===== src/rtl/pga_pkg.sv =====
`timescale 1ns / 1ps
`default_nettype none
// ----------------------------------------------------------------------------
// pga_pkg
// Shared constants for the per-pool page allocator: field widths, defaults
// and result status codes.
// ----------------------------------------------------------------------------
package pga_pkg;

    localparam int NUM_POOLS_DEF  = 8;
    localparam int POOL_DEPTH_DEF = 1024;

    localparam int FRAME_W   = 40;
    localparam int POOL_ID_W = 3;
    localparam int CNT_W     = 11;
    localparam int STATUS_W  = 3;

    localparam int BATCH_CAP = 1024;
    localparam logic [CNT_W-1:0] STEAL_BATCH_RESET = 11'd100;

    localparam logic [STATUS_W-1:0] STAT_OK          = 3'd0;
    localparam logic [STATUS_W-1:0] STAT_FULL_STEAL  = 3'd1;
    localparam logic [STATUS_W-1:0] STAT_SHORT_STEAL = 3'd2;
    localparam logic [STATUS_W-1:0] STAT_NONE        = 3'd3;
    localparam logic [STATUS_W-1:0] STAT_DROPPED     = 3'd4;

endpackage
`default_nettype wire


===== src/rtl/pga_ram.sv =====
`timescale 1ns / 1ps
`default_nettype none
// ----------------------------------------------------------------------------
// pga_ram
// Generic simple dual-port RAM, one write port, one read port with
// registered read data held between reads.
// ----------------------------------------------------------------------------
module pga_ram #(
    parameter int WIDTH = 40,
    parameter int DEPTH = 1024,
    localparam int AW   = (DEPTH > 1) ? $clog2(DEPTH) : 1
) (
    input  wire logic             aclk,
    input  wire logic             we,
    input  wire logic [AW-1:0]    waddr,
    input  wire logic [WIDTH-1:0] wdata,
    input  wire logic             re,
    input  wire logic [AW-1:0]    raddr,
    output logic      [WIDTH-1:0] rdata
);

    logic [WIDTH-1:0] mem [DEPTH];
    logic [WIDTH-1:0] rdata_reg;

    always_ff @(posedge aclk) begin
        if (we) begin
            mem[waddr] <= wdata;
        end
        if (re) begin
            rdata_reg <= mem[raddr];
        end
    end

    assign rdata = rdata_reg;

endmodule
`default_nettype wire


===== src/rtl/pga_fill.sv =====
`timescale 1ns / 1ps
`default_nettype none
// ----------------------------------------------------------------------------
// pga_fill
// Per-pool fill counts: a small RAM plus one valid bit per pool so that
// every pool reads as empty after reset.
// ----------------------------------------------------------------------------
module pga_fill #(
    parameter int NUM_POOLS = pga_pkg::NUM_POOLS_DEF,
    parameter int FW        = 11,
    localparam int PW       = (NUM_POOLS > 1) ? $clog2(NUM_POOLS) : 1
) (
    input  wire logic          aclk,
    input  wire logic          aresetn,
    input  wire logic          we,
    input  wire logic [PW-1:0] waddr,
    input  wire logic [FW-1:0] wdata,
    input  wire logic          re,
    input  wire logic [PW-1:0] raddr,
    output logic      [FW-1:0] rdata
);

    logic [NUM_POOLS-1:0] valid_reg;
    logic [NUM_POOLS-1:0] valid_next;
    logic                 rd_valid_reg;
    logic [FW-1:0]        ram_q;

    pga_ram #(
        .WIDTH (FW),
        .DEPTH (NUM_POOLS)
    ) u_ram (
        .aclk  (aclk),
        .we    (we),
        .waddr (waddr),
        .wdata (wdata),
        .re    (re),
        .raddr (raddr),
        .rdata (ram_q)
    );

    always_comb begin
        valid_next = valid_reg;
        if (we) begin
            valid_next[waddr] = 1'b1;
        end
    end

    always_ff @(posedge aclk) begin
        if (!aresetn) begin
            valid_reg    <= '0;
            rd_valid_reg <= 1'b0;
        end else begin
            valid_reg <= valid_next;
            if (re) begin
                rd_valid_reg <= valid_reg[raddr];
            end
        end
    end

    assign rdata = rd_valid_reg ? ram_q : '0;

endmodule
`default_nettype wire


===== config.mk =====
export PLATFORM = sky130hd
export DESIGN_NAME = pga_fill
export DESIGN_NICKNAME = d
export VERILOG_FILES = /design/src/rtl/pga_pkg.sv /design/src/rtl/pga_ram.sv /design/src/rtl/pga_fill.sv
export SDC_FILE = /design/constraint.sdc
export NUM_CORES = 1
export LEC_CHECK = 0
export ABC_CLOCK_PERIOD_IN_PS = 2500
export BUFFER_PORTS_ARGS = -buffer_cell sky130_fd_sc_hd__buf_2
export CAP_MARGIN = 20
export CORE_MARGIN = 2
export CORE_UTILIZATION = 35
export CTS_CLUSTER_SIZE = 40
export DETAILED_ROUTE_END_ITERATION = 16
export SETUP_SLACK_MARGIN = 0.15
export SYNTH_ARGS = -nofsm -noshare
export SYNTH_HDL_FRONTEND = slang
export SYNTH_SLANG_ARGS = --single-unit

===== constraint.sdc =====
create_clock -name aclk -period 2.5 [get_ports aclk]
set_input_delay 0.25 -clock aclk [delete_from_list [all_inputs] [get_ports aclk]]
set_output_delay 0.25 -clock aclk [all_outputs]
set_load 0.02 [all_outputs]

### Word-level counts from Yosys, hierarchy flattened

Memories as Yosys holds them, arrays and structs flattened. A register that Yosys moved wholly into a read port is not among the register bits.
Index checks and enable logic that the tools add are counted.

* output and inout port bits: 11
* flip-flop bits (word level): 9
* bits in writable memories: 88
* input port bits: 21
* logic and storage cells: 15
* memories kept: 1

Memories
* u_ram.mem: words 8, bits a word 11, read ports 1, clocked after memory_dff 1, write ports 1, line pga_ram.sv:22 `logic [WIDTH-1:0] mem [DEPTH];`

* reductions and logical operators: 1
* bitwise logic cells: 1
* mux-type cells: 7
* order comparisons: 3

Operators with widths (number)
* 11-bit 2-to-1 mux: 1
* 3-bit by 4-bit less-than comparator with 1-bit output (second input constant): 2
* 8-bit OR: 1
* 1-bit 2-to-1 mux: 4
* 1-bit binary-select mux with 3-bit select: 1
* 1-bit demux with 3-bit select: 1
* 3-bit by 1-bit greater-or-equal comparator with 1-bit output (second input constant): 1
* 1-bit logical AND: 1

### Depth between registers and ports, before layout

* depth after elaboration: 5
* gate-level depth with buffers: 5
* gate-level depth less buffers: 3

### Modules after synthesis

From an unflattened synthesis, not the netlist that was laid out.

* cells, all modules: 201
* area, all modules: 4230.3 µm²

Modules (own cells, without submodules)
* pga_ram: instances 1, cells each 150, area each 3767.4 µm², sequential area each 2972.9 µm²
* pga_fill: instances 1, cells each 51, area each 462.9 µm², sequential area each 180.2 µm²

### Worst setup path before layout

No wires, ideal clock.

* path type: input to register
* from: input waddr[2]
* to: memory u_ram.mem[0][0] (netlist bit), enable pin
* setup time: 395 ps
* arrival time: 1279 ps
* path buffers: 0
* path slack: 826 ps
* data required time: 2105 ps
* stages on the path: 2
* cell sequence: nand2b_1 -> nor3_1

RTL lines
* start, declared: line pga_fill.sv:16 `input wire logic [PW-1:0] waddr,`
* end, declared: line pga_ram.sv:22

No word-level cell before the write port.

### Worst setup path in the final report

* from: register rd_valid_reg
* to: output rdata[10]

* longest elaborated chain between the ends: 1

Ends and longest elaborated chain
* start, declared: line pga_fill.sv:25 `logic rd_valid_reg;`
* start signal, assigned: line pga_fill.sv:55 `rd_valid_reg <= valid_reg[raddr];`
* 11-bit 2-to-1 mux: line pga_fill.sv:60 `assign rdata = rd_valid_reg ? ram_q : '0;`
* end, declared: line pga_fill.sv:20 `output logic [FW-1:0] rdata`

Every way passes these cells.

==> results.txt <==
* Count of final hold-check violations: 0
- CTS placed an instance of clkbuf_16 at the clock tree root.
* Count of mapped cells out of synthesis: 188
- Depth of the worst hold-timing path: 1
- For the pin with the worst max-slew slack, the measured transition is 0.543 ns.
* Setup repair after global routing missed its margin: false
* Run status: finished, violations left
* Timing-limited maximum frequency: 619 MHz
* Vertical die dimension: 113 um
- Fill cells in the final layout number 1,008.
- After synthesis, the cell types taking the most area are edfxtp_1 (71%), mux4_1 (14%), dfxtp_1 (4.3%), mux2_2 (3.0%), and2_1 (1.6%).
- Distinct cells, synth: 18
* Die footprint: 0.0128 mm^2
- The floorplan has 39 rows.
* Most frequent cell after synthesis: edfxtp_1
- From synthesis to final layout, the design area changed by 15.7%.
- Setup violations remaining at the end of the flow were counted as 0.
- The global routing stage identified its most utilized layer as met2.
- The detail route stage leaves a number of antenna-violating nets equal to 0.
- Top post-synthesis cells by count: edfxtp_1 (99), mux4_1 (22), and2_1 (11), mux2_2 (11), dfxtp_1 (9)
* Placed Cells: 364
- CP Launch Type: register
* Slew Viols, Final: 0
- First-pass DRT Iterations: 10
- For the final routed database, the setup TNS stands at 0 ns.
- Bufs on Longest Clock Path: 2
- Starting utilization of the core area: 0.362
* Layout cells sized above 1: 0.295
- The Yosys step of the flow raised 0 warnings.
* Clock tree from TritonCTS: built
- Fraction of the cycle the final worst path needs: 0.646
- Latest clock arrival within the worst-skew pair: 0.34 ns
- Summed over all instances, the cell type with the most area after synthesis is edfxtp_1.
* Number of remaining DRC errors: 2
- CP Capture Type: primary output
- The count of cells in the finished layout, fillers not included, comes to 380.
- CP arrival: 1.36 ns
- Buffers inserted during clock tree synthesis total 9.
* Post-CTS setup buffers: 0
* Leak pwr: 1.68 nW
- The number of gates resized after CTS was 0.
- DRT Wirelength: 7400 um
- CTS built an H-tree with a depth of 3.
- Summing over every cut layer, the via total after detailed routing is 1,900.
* Most common flop cell mapped by yosys: edfxtp_1
* Class of the most critical setup path: register to primary output
- Largest net degree at the start of global routing: 24
* Final net count: 253
- Measured against its own limit, the worst slew margin works out to 0.638.
- Dividing the detail-routed wire length by the instance count gives 19.5 um.
- Number of enable flip-flop cells after synthesis: 99
- In the global route stage, met3 resource usage came out at 0.0370.
* Proportion of register bits with asynchronous set or reset after synthesis: 0
- Share of the yosys chip area belonging to registers: 0.756
- Clock skew after layout: 0.00674 ns
- The tool flagged a number of max-cap violations equal to 0.
- Overall Global Routing Usage: 0.123
* Time the final worst path needs with I/O delays and setup: 1.61 ns
- Power Density: 739 mW/mm^2
* Number of register bits inferred by synthesis: 108
- Number of input and output port buffers inserted: 31
* Power consumption: 3.57 mW
- Net count of the mapped netlist: 209
- Maximum fanout encountered on the critical timing path: 12
- The register with the most flip-flops in the layout has 88 of them.
- Buffers inserted to repair hold after CTS numbered 0.
- Core outline area: 0.0115 mm^2
* Antenna violations before repair: 1
- Summed over all layers, the global routing overflow is 0.
* Global placement routability congestion: 0.654
- 1st-iter DRT viols: 92
* Final instance area: 0.00483 mm^2
- Worst slack on hold paths: 0.178 ns
* Num ports: 32
- Number of global-route vias before repair: 1,949
- Mean number of vias per cell: 5.00
- Die Span X: 113 um
* Failing checks: design-rule violations
* IR drop worst, VDD: 304 uV
- Post-DP Area: 0.00455 mm^2
* Worst min-delay path category: input pin to register
- Antenna diode count: 0
* Summed instance area of the synthesized netlist: 0.00417 mm^2
- For met2 alone, demand over resource in global routing was 0.203.
- Met1 Resource Use GR: 0.157
- Number of cell instances on the worst register-to-register path: 2
- Counting every sink on the clock net gives 108.
* Clock edge transition at the registers on the reported setup and hold paths: 0.07 ns
- Dividing the synthesized area by the synthesized cell count gives 22.2 um^2.
- The first global-routing pass estimated 11,200 um of wire.
- Data on the critical path is required at its endpoint by 2.25 ns.
- Fraction of synthesized cell area taken by the top area cell type: 0.713
## final timing paths
path                                                 from                        end  slack (ns)
worst max-delay path            rd_valid_reg$_SDFFE_PN0P_                  rdata[10]        0.89
worst min-delay path                             wdata[0]  u_ram.mem[4][0]$_DFFE_PP_        0.18
worst max register to register  u_ram.mem[5][7]$_DFFE_PP_   u_ram.rdata[7]$_DFFE_PP_        1.11
worst min register to register  valid_reg[2]$_SDFFE_PN0P_  valid_reg[2]$_SDFFE_PN0P_        0.46
## critical path, cell delays in order, from the launching register on
cell	delay, ns
dfxtp_1	0.64
and2_1	0.22
buf_2	0.17
## layout by cell type (no fill, tap or decap), types with 6 or more instances in the layout
| cell | Yosys | routed |
|---|---|---|
| and2_1 | 11 | 11 |
| buf_2 | 0 | 31 |
| buf_4 | 0 | 9 |
| clkbuf_16 | 0 | 9 |
| dfxtp_1 | 9 | 9 |
| edfxtp_1 | 99 | 99 |
| mux2_2 | 11 | 11 |
| mux4_1 | 22 | 22 |
| nor2_1 | 6 | 6 |
| o21a_1 | 8 | 8 |
## layout make-up
| cell class | instances | area, um^2 | share of cell area |
|---|---|---|---|
| clock inverter | 6 | 50.0 | 0.0104 |
| multi-input combinational | 72 | 972 | 0.201 |
| clock buffer | 10 | 229 | 0.0474 |
| tap | 143 | 179 | 0.0371 |
| sequential | 108 | 3150 | 0.653 |
| timing repair buffer | 41 | 243 | 0.0503 |
## stage by stage
stage | utilization | worst slack (ns)
after floorplan | - | 0.826
after global placement | 0.395 | 0.760
after detailed placement | 0.395 | 0.738
after CTS | 0.419 | 0.834
after global routing | 0.419 | 0.752
final | 0.419 | 0.885
## power by group
group          total [mW]  internal, mW  switching, mW
Combinational       0.196        0.0932          0.103
Sequential           2.06          2.04         0.0174
Clock                1.31         0.684          0.626
Total                3.57          2.82          0.746
## kinds of logic after synthesis
group | count (synthesis) | share of synthesized area
compound gates | 10 | 0.0168
buf+inv | 8 | 0.0135
simple gates | 24 | 0.0306
flops | 108 | 0.756
mux | 38 | 0.183
## per-layer routing
| metal | share of wire | up-vias |
|---|---|---|
| met1 | 0.45 | 988 |
| li1 | - | 875 |
| met3 | 0.039 | 7 |
| met5 | 0 | - |
| met4 | 0.011 | 0 |
| met2 | 0.50 | 30 |
(Power assumes the default switching activity.)
