===== src/rtl/pga_pkg.sv =====
`timescale 1ns / 1ps
`default_nettype none
// ----------------------------------------------------------------------------
// pga_pkg
// Shared constants for the per-pool page allocator: field widths, defaults
// and result status codes.
// ----------------------------------------------------------------------------
package pga_pkg;

    localparam int NUM_POOLS_DEF  = 8;
    localparam int POOL_DEPTH_DEF = 1024;

    localparam int FRAME_W   = 40;
    localparam int POOL_ID_W = 3;
    localparam int CNT_W     = 11;
    localparam int STATUS_W  = 3;

    localparam int BATCH_CAP = 1024;
    localparam logic [CNT_W-1:0] STEAL_BATCH_RESET = 11'd100;

    localparam logic [STATUS_W-1:0] STAT_OK          = 3'd0;
    localparam logic [STATUS_W-1:0] STAT_FULL_STEAL  = 3'd1;
    localparam logic [STATUS_W-1:0] STAT_SHORT_STEAL = 3'd2;
    localparam logic [STATUS_W-1:0] STAT_NONE        = 3'd3;
    localparam logic [STATUS_W-1:0] STAT_DROPPED     = 3'd4;

endpackage
`default_nettype wire


===== src/rtl/pga_ctrl.sv =====
`timescale 1ns / 1ps
`default_nettype none
// ----------------------------------------------------------------------------
// pga_ctrl
// Sequencer for puts, gets and the steal walk over the other pools. Drives
// the frame memory and the fill-count store and holds the output word.
// ----------------------------------------------------------------------------
module pga_ctrl #(
    parameter int NUM_POOLS  = pga_pkg::NUM_POOLS_DEF,
    parameter int POOL_DEPTH = pga_pkg::POOL_DEPTH_DEF,
    localparam int PW        = (NUM_POOLS > 1) ? $clog2(NUM_POOLS) : 1,
    localparam int IDXW      = $clog2(POOL_DEPTH),
    localparam int FW        = $clog2(POOL_DEPTH + 1),
    localparam int MAW       = PW + IDXW
) (
    input  wire logic                           aclk,
    input  wire logic                           aresetn,
    input  wire logic [pga_pkg::CNT_W-1:0]      steal_batch,
    input  wire logic                           in_valid,
    output logic                                in_ready,
    input  wire logic                           in_func,
    input  wire logic [pga_pkg::POOL_ID_W-1:0]  in_pool_id,
    input  wire logic [pga_pkg::FRAME_W-1:0]    in_page_frame,
    output logic                                out_valid,
    input  wire logic                           out_ready,
    output logic      [pga_pkg::FRAME_W-1:0]    out_frame,
    output logic      [pga_pkg::STATUS_W-1:0]   out_status,
    output logic      [pga_pkg::CNT_W-1:0]      out_stolen,
    output logic                                fm_we,
    output logic      [MAW-1:0]                 fm_waddr,
    output logic      [pga_pkg::FRAME_W-1:0]    fm_wdata,
    output logic                                fm_re,
    output logic      [MAW-1:0]                 fm_raddr,
    input  wire logic [pga_pkg::FRAME_W-1:0]    fm_rdata,
    output logic                                fc_we,
    output logic      [PW-1:0]                  fc_waddr,
    output logic      [FW-1:0]                  fc_wdata,
    output logic                                fc_re,
    output logic      [PW-1:0]                  fc_raddr,
    input  wire logic [FW-1:0]                  fc_rdata
);

    localparam int CW = pga_pkg::CNT_W;
    localparam int FRW = pga_pkg::FRAME_W;
    localparam int SW = pga_pkg::STATUS_W;
    localparam int CAP_I = (pga_pkg::BATCH_CAP < POOL_DEPTH) ? pga_pkg::BATCH_CAP : POOL_DEPTH;
    localparam logic [CW-1:0] CAP = CW'(CAP_I);
    localparam logic [6:0] NPOOLS7 = 7'(NUM_POOLS);
    localparam logic [PW-1:0] LAST_POOL = PW'(NUM_POOLS - 1);
    localparam logic [FW-1:0] DEPTH_F = FW'(POOL_DEPTH);

    typedef enum logic [2:0] {
        S_IDLE,
        S_FILL,
        S_POP,
        S_SCAN,
        S_MOVE,
        S_FIN,
        S_OUT
    } state_t;

    state_t          state_reg, state_next;
    logic            func_reg, func_next;
    logic [PW-1:0]   pid_reg, pid_next;
    logic [FRW-1:0]  frame_reg, frame_next;
    logic [PW-1:0]   tgt_reg, tgt_next;
    logic [FW-1:0]   tfill_reg, tfill_next;
    logic [CW-1:0]   want_reg, want_next;
    logic [CW-1:0]   icnt_reg, icnt_next;
    logic [CW-1:0]   wcnt_reg, wcnt_next;
    logic            pend_reg, pend_next;
    logic [FRW-1:0]  last_reg, last_next;
    logic [FRW-1:0]  res_frame_reg, res_frame_next;
    logic [SW-1:0]   res_status_reg, res_status_next;
    logic [CW-1:0]   res_stolen_reg, res_stolen_next;
    logic            m_valid_reg, m_valid_next;
    logic [FRW-1:0]  m_frame_reg, m_frame_next;
    logic [SW-1:0]   m_status_reg, m_status_next;
    logic [CW-1:0]   m_stolen_reg, m_stolen_next;

    logic            pid_ok;
    logic [CW-1:0]   batch;
    logic [PW-1:0]   pid_after;
    logic [PW-1:0]   tgt_after;
    logic            can_issue;

    function automatic logic [PW-1:0] next_pool(input logic [PW-1:0] p);
        next_pool = (p == LAST_POOL) ? '0 : p + PW'(1);
    endfunction

    always_comb begin
        pid_ok    = ({4'b0, in_pool_id} < NPOOLS7);
        batch     = (steal_batch == '0) ? CW'(1) : steal_batch;
        if (batch > CAP) begin
            batch = CAP;
        end
        pid_after = next_pool(pid_reg);
        tgt_after = next_pool(tgt_reg);
        can_issue = (icnt_reg < want_reg) && (tfill_reg != '0);
    end

    always_comb begin
        state_next      = state_reg;
        func_next       = func_reg;
        pid_next        = pid_reg;
        frame_next      = frame_reg;
        tgt_next        = tgt_reg;
        tfill_next      = tfill_reg;
        want_next       = want_reg;
        icnt_next       = icnt_reg;
        wcnt_next       = wcnt_reg;
        pend_next       = pend_reg;
        last_next       = last_reg;
        res_frame_next  = res_frame_reg;
        res_status_next = res_status_reg;
        res_stolen_next = res_stolen_reg;
        m_valid_next    = m_valid_reg;
        m_frame_next    = m_frame_reg;
        m_status_next   = m_status_reg;
        m_stolen_next   = m_stolen_reg;

        in_ready = (state_reg == S_IDLE);
        fm_we    = 1'b0;
        fm_waddr = '0;
        fm_wdata = '0;
        fm_re    = 1'b0;
        fm_raddr = '0;
        fc_we    = 1'b0;
        fc_waddr = '0;
        fc_wdata = '0;
        fc_re    = 1'b0;
        fc_raddr = '0;

        if (m_valid_reg && out_ready) begin
            m_valid_next = 1'b0;
        end

        case (state_reg)
            S_IDLE: begin
                if (in_valid) begin
                    func_next       = in_func;
                    pid_next        = PW'(in_pool_id);
                    frame_next      = in_page_frame;
                    res_frame_next  = '0;
                    res_stolen_next = '0;
                    if (!pid_ok) begin
                        res_status_next = in_func ? pga_pkg::STAT_DROPPED
                                                  : pga_pkg::STAT_NONE;
                        state_next      = S_OUT;
                    end else begin
                        fc_re      = 1'b1;
                        fc_raddr   = PW'(in_pool_id);
                        state_next = S_FILL;
                    end
                end
            end
            S_FILL: begin
                if (func_reg) begin
                    if (fc_rdata >= DEPTH_F) begin
                        res_status_next = pga_pkg::STAT_DROPPED;
                    end else begin
                        fm_we           = 1'b1;
                        fm_waddr        = {pid_reg, IDXW'(fc_rdata)};
                        fm_wdata        = frame_reg;
                        fc_we           = 1'b1;
                        fc_waddr        = pid_reg;
                        fc_wdata        = fc_rdata + FW'(1);
                        res_status_next = pga_pkg::STAT_OK;
                    end
                    state_next = S_OUT;
                end else if (fc_rdata != '0) begin
                    fm_re      = 1'b1;
                    fm_raddr   = {pid_reg, IDXW'(fc_rdata - FW'(1))};
                    fc_we      = 1'b1;
                    fc_waddr   = pid_reg;
                    fc_wdata   = fc_rdata - FW'(1);
                    state_next = S_POP;
                end else begin
                    want_next  = batch;
                    icnt_next  = '0;
                    wcnt_next  = '0;
                    pend_next  = 1'b0;
                    tgt_next   = pid_after;
                    fc_re      = 1'b1;
                    fc_raddr   = pid_after;
                    state_next = S_SCAN;
                end
            end
            S_POP: begin
                res_frame_next  = fm_rdata;
                res_status_next = pga_pkg::STAT_OK;
                state_next      = S_OUT;
            end
            S_SCAN: begin
                if (fc_rdata != '0) begin
                    tfill_next = fc_rdata;
                    state_next = S_MOVE;
                end else if (tgt_after == pid_reg) begin
                    state_next = S_FIN;
                end else begin
                    tgt_next = tgt_after;
                    fc_re    = 1'b1;
                    fc_raddr = tgt_after;
                end
            end
            S_MOVE: begin
                // read of the next victim frame overlaps the write of the last one
                if (pend_reg) begin
                    fm_we     = 1'b1;
                    fm_waddr  = {pid_reg, IDXW'(wcnt_reg)};
                    fm_wdata  = fm_rdata;
                    last_next = fm_rdata;
                    wcnt_next = wcnt_reg + CW'(1);
                end
                if (can_issue) begin
                    fm_re      = 1'b1;
                    fm_raddr   = {tgt_reg, IDXW'(tfill_reg - FW'(1))};
                    tfill_next = tfill_reg - FW'(1);
                    icnt_next  = icnt_reg + CW'(1);
                    pend_next  = 1'b1;
                end else begin
                    pend_next = 1'b0;
                    if (!pend_reg) begin
                        fc_we    = 1'b1;
                        fc_waddr = tgt_reg;
                        fc_wdata = tfill_reg;
                        if ((icnt_reg == want_reg) || (tgt_after == pid_reg)) begin
                            state_next = S_FIN;
                        end else begin
                            tgt_next   = tgt_after;
                            fc_re      = 1'b1;
                            fc_raddr   = tgt_after;
                            state_next = S_SCAN;
                        end
                    end
                end
            end
            S_FIN: begin
                if (icnt_reg == '0) begin
                    res_status_next = pga_pkg::STAT_NONE;
                end else begin
                    fc_we           = 1'b1;
                    fc_waddr        = pid_reg;
                    fc_wdata        = FW'(icnt_reg) - FW'(1);
                    res_frame_next  = last_reg;
                    res_stolen_next = icnt_reg;
                    res_status_next = (icnt_reg == want_reg) ? pga_pkg::STAT_FULL_STEAL
                                                             : pga_pkg::STAT_SHORT_STEAL;
                end
                state_next = S_OUT;
            end
            S_OUT: begin
                if (!m_valid_reg || out_ready) begin
                    m_valid_next  = 1'b1;
                    m_frame_next  = res_frame_reg;
                    m_status_next = res_status_reg;
                    m_stolen_next = res_stolen_reg;
                    state_next    = S_IDLE;
                end
            end
            default: begin
                state_next = S_IDLE;
            end
        endcase
    end

    always_ff @(posedge aclk) begin
        if (!aresetn) begin
            state_reg   <= S_IDLE;
            m_valid_reg <= 1'b0;
            pend_reg    <= 1'b0;
        end else begin
            state_reg   <= state_next;
            m_valid_reg <= m_valid_next;
            pend_reg    <= pend_next;
        end
        func_reg       <= func_next;
        pid_reg        <= pid_next;
        frame_reg      <= frame_next;
        tgt_reg        <= tgt_next;
        tfill_reg      <= tfill_next;
        want_reg       <= want_next;
        icnt_reg       <= icnt_next;
        wcnt_reg       <= wcnt_next;
        last_reg       <= last_next;
        res_frame_reg  <= res_frame_next;
        res_status_reg <= res_status_next;
        res_stolen_reg <= res_stolen_next;
        m_frame_reg    <= m_frame_next;
        m_status_reg   <= m_status_next;
        m_stolen_reg   <= m_stolen_next;
    end

    assign out_valid  = m_valid_reg;
    assign out_frame  = m_frame_reg;
    assign out_status = m_status_reg;
    assign out_stolen = m_stolen_reg;

endmodule
`default_nettype wire


===== config.mk =====
export PLATFORM = sky130hd
export DESIGN_NAME = pga_ctrl
export DESIGN_NICKNAME = d
export VERILOG_FILES = /design/src/rtl/pga_pkg.sv /design/src/rtl/pga_ctrl.sv
export SDC_FILE = /design/constraint.sdc
export NUM_CORES = 1
export LEC_CHECK = 0
export CAP_MARGIN = 40
export CORE_ASPECT_RATIO = 0.75
export CORE_UTILIZATION = 55
export DETAILED_ROUTE_END_ITERATION = 16
export DONT_BUFFER_PORTS = 1
export MAX_ROUTING_LAYER = met4
export PLACE_DENSITY = 0.7
export SYNTH_ARGS = -nofsm -noshare
export SYNTH_HDL_FRONTEND = slang
export SYNTH_SLANG_ARGS = --single-unit

===== constraint.sdc =====
create_clock -name aclk -period 5 [get_ports aclk]
set_clock_uncertainty 0.1 [all_clocks]
set_input_delay 1 -clock aclk [delete_from_list [all_inputs] [get_ports aclk]]
set_output_delay 1 -clock aclk [all_outputs]
set_load 0.05 [all_outputs]

* After elaboration in Yosys (flattened, before gate mapping)
Index checks and enable logic that the tools add are counted.
** Operators by class
- Reductions and logical operators :: 30
- Equal/unequal tests :: 25
- Muxes and demuxes :: 104
- $add $sub $neg :: 8
- $lt $le $gt $ge :: 3
- Bitwise logic cells :: 2
** Operators with widths (count)
- 2-to-1 mux 40 bit :: 5
- 2-to-1 mux 11 bit :: 15
- one-hot mux 40 bit (3 select lines) :: 1
- 2-to-1 mux 3 bit :: 33
- one-hot mux 11 bit (2 select lines) :: 4
- one-hot mux 40 bit (2 select lines) :: 1
- 2-to-1 mux 13 bit :: 6
- one-hot mux 13 bit (2 select lines) :: 2
- adder 11 x 1 -> 11 bit (second input constant) :: 3
- one-hot mux 11 bit (3 select lines) :: 1
- subtractor 11 x 1 -> 11 bit (second input constant) :: 3
- inequality test 2 bit (second input constant) :: 14
- one-hot mux 3 bit (3 select lines) :: 3
- 2-to-1 mux 1 bit :: 24
- zero test 11 bit :: 2
- nonzero test 11 bit :: 2
- one-hot mux 3 bit (6 select lines) :: 1
- == test 3 bit (second input constant) :: 5
- AND reduction 3 bit :: 5
- one-hot mux 3 bit (4 select lines) :: 1
- == test 11 bit :: 1
- greater-or-equal comparator 11 bit (second input constant) :: 1
- greater-than comparator 11 bit (second input constant) :: 1
- < comparator 11 bit :: 1
- 21 further kinds :: 37
** Storage, ports and cells
- Flip-flop bits (word level) :: 244
- Logic and storage cells :: 190
- Output and inout port bits :: 143
- Input bits :: 110

* Depth between registers and ports, before layout
- Depth after elaboration :: 8
- Depth in mapped cells :: 9
- Depth with buffers taken out :: 8

* Worst setup path before layout
No wires, ideal clock.
- Path kind :: flip-flop to output port
- Start point :: register state_reg[0]
- End point :: output port fc_raddr[0]
- Data required time :: 3.900 ns
- Path buffers :: 1
- Path slack :: 0.262 ns
- Arrival time :: 3.638 ns
- Cell stages (with the launch flop) :: 7
- Cell sequence :: dfxtp_1 clkbuf_1 nor3_1 nand2_1 inv_1 a22oi_1 o21ai_0
** On the way
- Word-level cells in the longest chain between the ends :: 2
- Elaborated cells between the ends (all ways) :: 5
- Those cells by class :: eq/ne (3); mux (1); reduce/logical (1)
** RTL lines
- start: declaration :: line pga_ctrl.sv:62 : state_t state_reg, state_next;
- start signal: assignment :: line pga_ctrl.sv:273 : state_reg <= state_next;
- zero test 3 bit
- named net in_ready :: line pga_ctrl.sv:20 : output logic in_ready,
- one-hot mux 3 bit (4 select lines) :: line pga_ctrl.sv:138 : case (state_reg)
- end: declaration :: line pga_ctrl.sv:39 : output logic [PW-1:0] fc_raddr,
The timed path passes the listed nets, and every way through them passes these cells.

* Final worst setup path
- Start point :: register tfill_reg[7]
- End point :: output port fc_re
** On the way
- Word-level cells in the longest chain between the ends :: 4
** RTL lines
- start: declaration :: line pga_ctrl.sv:67 : logic [FW-1:0] tfill_reg, tfill_next;
- start signal: assignment :: line pga_ctrl.sv:281 : tfill_reg <= tfill_next;
- nonzero test 11 bit :: line pga_ctrl.sv:99 : can_issue = (icnt_reg < want_reg) && (tfill_reg != '0);
- logical AND 1 bit :: line pga_ctrl.sv:99
- 2-to-1 mux 1 bit :: line pga_ctrl.sv:215 : if (can_issue) begin
- one-hot mux 1 bit (4 select lines) :: line pga_ctrl.sv:138
- end: declaration :: line pga_ctrl.sv:38 : output logic fc_re,
Every way passes these cells.

==> summary.txt <==
Finish
  – Area grow syn2layout: 11.3%
  – Layout cells sized above 1: 0.111
  – Diode count: 0
  – Fin nets: 957
  – Filler instances: 1446

Setup path
  – Worst setup startpoint: tfill_reg[7]$_DFFE_PP_
  – Cell depth of the worst setup path: 6
  – Reg2reg start: icnt_reg[6]$_SDFFCE_PN0P_
  – Crit Path Max Fanout: 14
  – Worst Setup EP: fc_re
  – Arr. time, crit path: 3.62 ns
  – CP Buf/Inv Count: 0
  – Kind of critical path: reg2out
  – CP cell instances: or4_1 > nor3_1 > nand4b_1 > a41oi_2 > a21oi_1 > nand3_1
  – Peak per-stage delay on the critical path: 0.76 ns
  – Critical Path Start Type: flip-flop
  – R2R Setup Slk: 1.61 ns
  – R2r worst-path depth: 8
  – CP required: 3.90 ns
  – CP max-delay cell: a41oi_2
  – Largest delay contributor family on the critical path: simple AND/OR/NAND/NOR gates
  – Endpoint class of the critical path: primary output
  – Worst R2R End: tfill_reg[0]$_DFFE_PP_

Clocking
  – Reg clk slew, reported paths: 0.07 ns
  – # H-tree levels: 1
  – Clk root buf: clkbuf_16
  – Cts hold-fix bufs: 0
  – CTS sink cnt: 243
  – CTS max path bufs: 3
  – # resized after CTS: 0
  – Worst-Skew Late Latency: 0.53 ns
  – Post-CTS Setup Bufs: 0
  – CTS tree: built
  – CTS buffer count: 24

Logic synthesis
  – Post-synth EDFFs: 238
  – Largest family of logic cells by synthesized area: compound AO/OA/AOI/OAI gates
  – Syn nets: 936
  – Synthesized instance count: 803
  – Yosys reg bits: 243
  – Post-synthesis sequential area ratio: 0.667
  – Most used DFF post-synth: edfxtp_1
  – Synthesis warning total: 0
  – Avg Cell Area, Syn: 13.5 sq um
  – Synth unique cells: 55
  – Cell Area, Synth: 10900 sq um
  – Adder-Cell Fraction of Synth Area: 0.0265
  – Post-Synth Simple-Gate Area: 0.106
  – Share of flip-flops with an asynchronous set or reset: 0
  – Multiplexer share of the synthesized area: 0
  – Synth Area in Compound Gates: 0.139
  – Synth Area in XOR/XNOR: 0.0355

Power
  – Static leakage: 0.00425 uW
  – Maximum VDD drop: 387 uV
  – Power density cells: 566 nW/um^2

STA
  – Final Slew Violations: 0
  – F_max: 212 MHz
  – Final Worst Setup Slack: 0.283 ns
  – Total Neg Setup Slack: 0 ns
  – Final min period: 4.72 ns
  – Slew HR: 0.439
  – Worst-Margin Slew: 0.842 ns
  – Final period util: 0.943
  – Setup Viol. Count Final: 0
  – RSZ-0062 raised after global routing: false
  – Hold Fails Final Rpt: 0

Floorplanning
  – Die ar.: 20300 sq um
  – Top Ports: 253
  – Core Region: 19300 sq um
  – Initial Util: 0.562
  – Row cnt: 44
  – Die Span X: 164 um
  – Die height: 124 um

Route
  – Wire length per cell: 24.0 um
  – Number of routed nets with antenna violations: 0
  – Routed WL: 26300 um
  – Vias: 7023
  – Via/cell ratio: 6.43
  – Initial DRC Count: 750
  – First-pass DRT Iterations: 5
  – DRC errors left: 0

Global route
  – Vias in the first global route: 6671
  – Largest net degree at the start of global routing: 55
  – GRT Total Usage: 0.261
  – Initial antenna violation count: 0
  – Gr ovfl total: 0
  – First-pass GRT wire length: 38700 um

Hold path
  – Worst hold path class: reg2reg

Run
  – MaxCap Viol Count: 0

Run status
  – Outcome: complete, no violations

Place
  – Post-detail-place hpwl: 18900 um
  – Dpl ws: 0.859 ns
  – Gpl congestion: 0.970
  – IO buf count: 0
-- metal layers --
layer | track usage | wire (um)
met1 | 0.372 | 11500
met2 | 0.384 | 11800
met3 | 0.0513 | 2280
met4 | 0.0706 | 662
met5 | - | 0
-- power by group --
part	switching [uW]	leakage, uW	internal (uW)
clock network	742	0.000368	992
logic	1340	0.00162	476
registers	380	0.00227	2910
total	2460	0.00425	4380
-- metrics by stage --
stage	hold WS (ns)	power, uW	instances	instance area (sq um)	utilization
finish	0.299	6850	1093	12100	0.625
detailed placement	0.305	5130	1051	11300	0.586
floorplan	0.300	4620	803	10900	-
global route	0.320	7120	1093	12100	0.625
global placement	0.301	5030	1042	11300	0.583
CTS	0.312	6860	1093	12100	0.625
-- cells in the mapped netlist, drive strengths merged, types with 10 or more instances --
master / instances / area share
o22ai: 11 / 0.0063
o21ai: 42 / 0.019
inv: 23 / 0.0079
and3: 17 / 0.0098
xnor2: 23 / 0.019
ha: 23 / 0.026
a21oi: 21 / 0.0097
nor3: 20 / 0.010
xor2: 21 / 0.017
nand3: 19 / 0.0088
nor2b: 14 / 0.0081
or3: 10 / 0.0058
clkbuf: 37 / 0.013
nor2: 41 / 0.014
a22o: 94 / 0.076
nand2: 55 / 0.019
edfxtp: 238 / 0.66
-- cell type report --
class | instances | area (sq um) | share of cell area
clock buffers | 29 | 619 | 0.0512
clock inverters | 13 | 136 | 0.0113
inverters | 24 | 91.3 | 0.00756
multi-input cells | 490 | 3360 | 0.278
flip-flops and latches | 243 | 7250 | 0.600
well taps | 253 | 317 | 0.0262
repair buffers | 41 | 312 | 0.0258
-- worst register-to-register path, delay by kind of cell, from the launching register on --
family | cells | cell delay, ns
adders and majority gates | 1 | 0.38
DFF | 1 | 0.55
and+or+nand+nor | 2 | 0.87
buffers and inverters | 1 | 0.22
AOI/OAI and AO/OA | 4 | 0.96
-- cells in the final DEF (no fill, tap or decap), drive strengths merged, types with 23 or more instances in the layout --
master	instances
a22o	94
buf	41
clkbuf	29
edfxtp	238
ha	23
inv	25
nand2	55
nor2	41
o21ai	42
xnor2	23
-- worst min-delay path by stage --
stage	from	to	slack, ns	cells after the start
5_1_grt	res_frame_reg[29]$_DFFE_PP_	out_frame[29]$_DFFE_PP_	0.32	0
3_3_place_gp	res_frame_reg[4]$_DFFE_PP_	out_frame[4]$_DFFE_PP_	0.30	0
6_report	res_frame_reg[29]$_DFFE_PP_	out_frame[29]$_DFFE_PP_	0.30	0
3_5_place_dp	res_frame_reg[14]$_DFFE_PP_	out_frame[14]$_DFFE_PP_	0.30	0
4_1_cts	res_frame_reg[29]$_DFFE_PP_	out_frame[29]$_DFFE_PP_	0.31	0
2_1_floorplan	res_frame_reg[0]$_DFFE_PP_	out_frame[0]$_DFFE_PP_	0.30	0
-- logic make-up after synthesis --
family	after synthesis
xor gates and xnor gates	44
adders and majority gates	23
buffers and inverters	70
DFF	243
AOI/OAI and AO/OA	203
and+or+nand+nor	220
(Power assumes the default switching activity.)
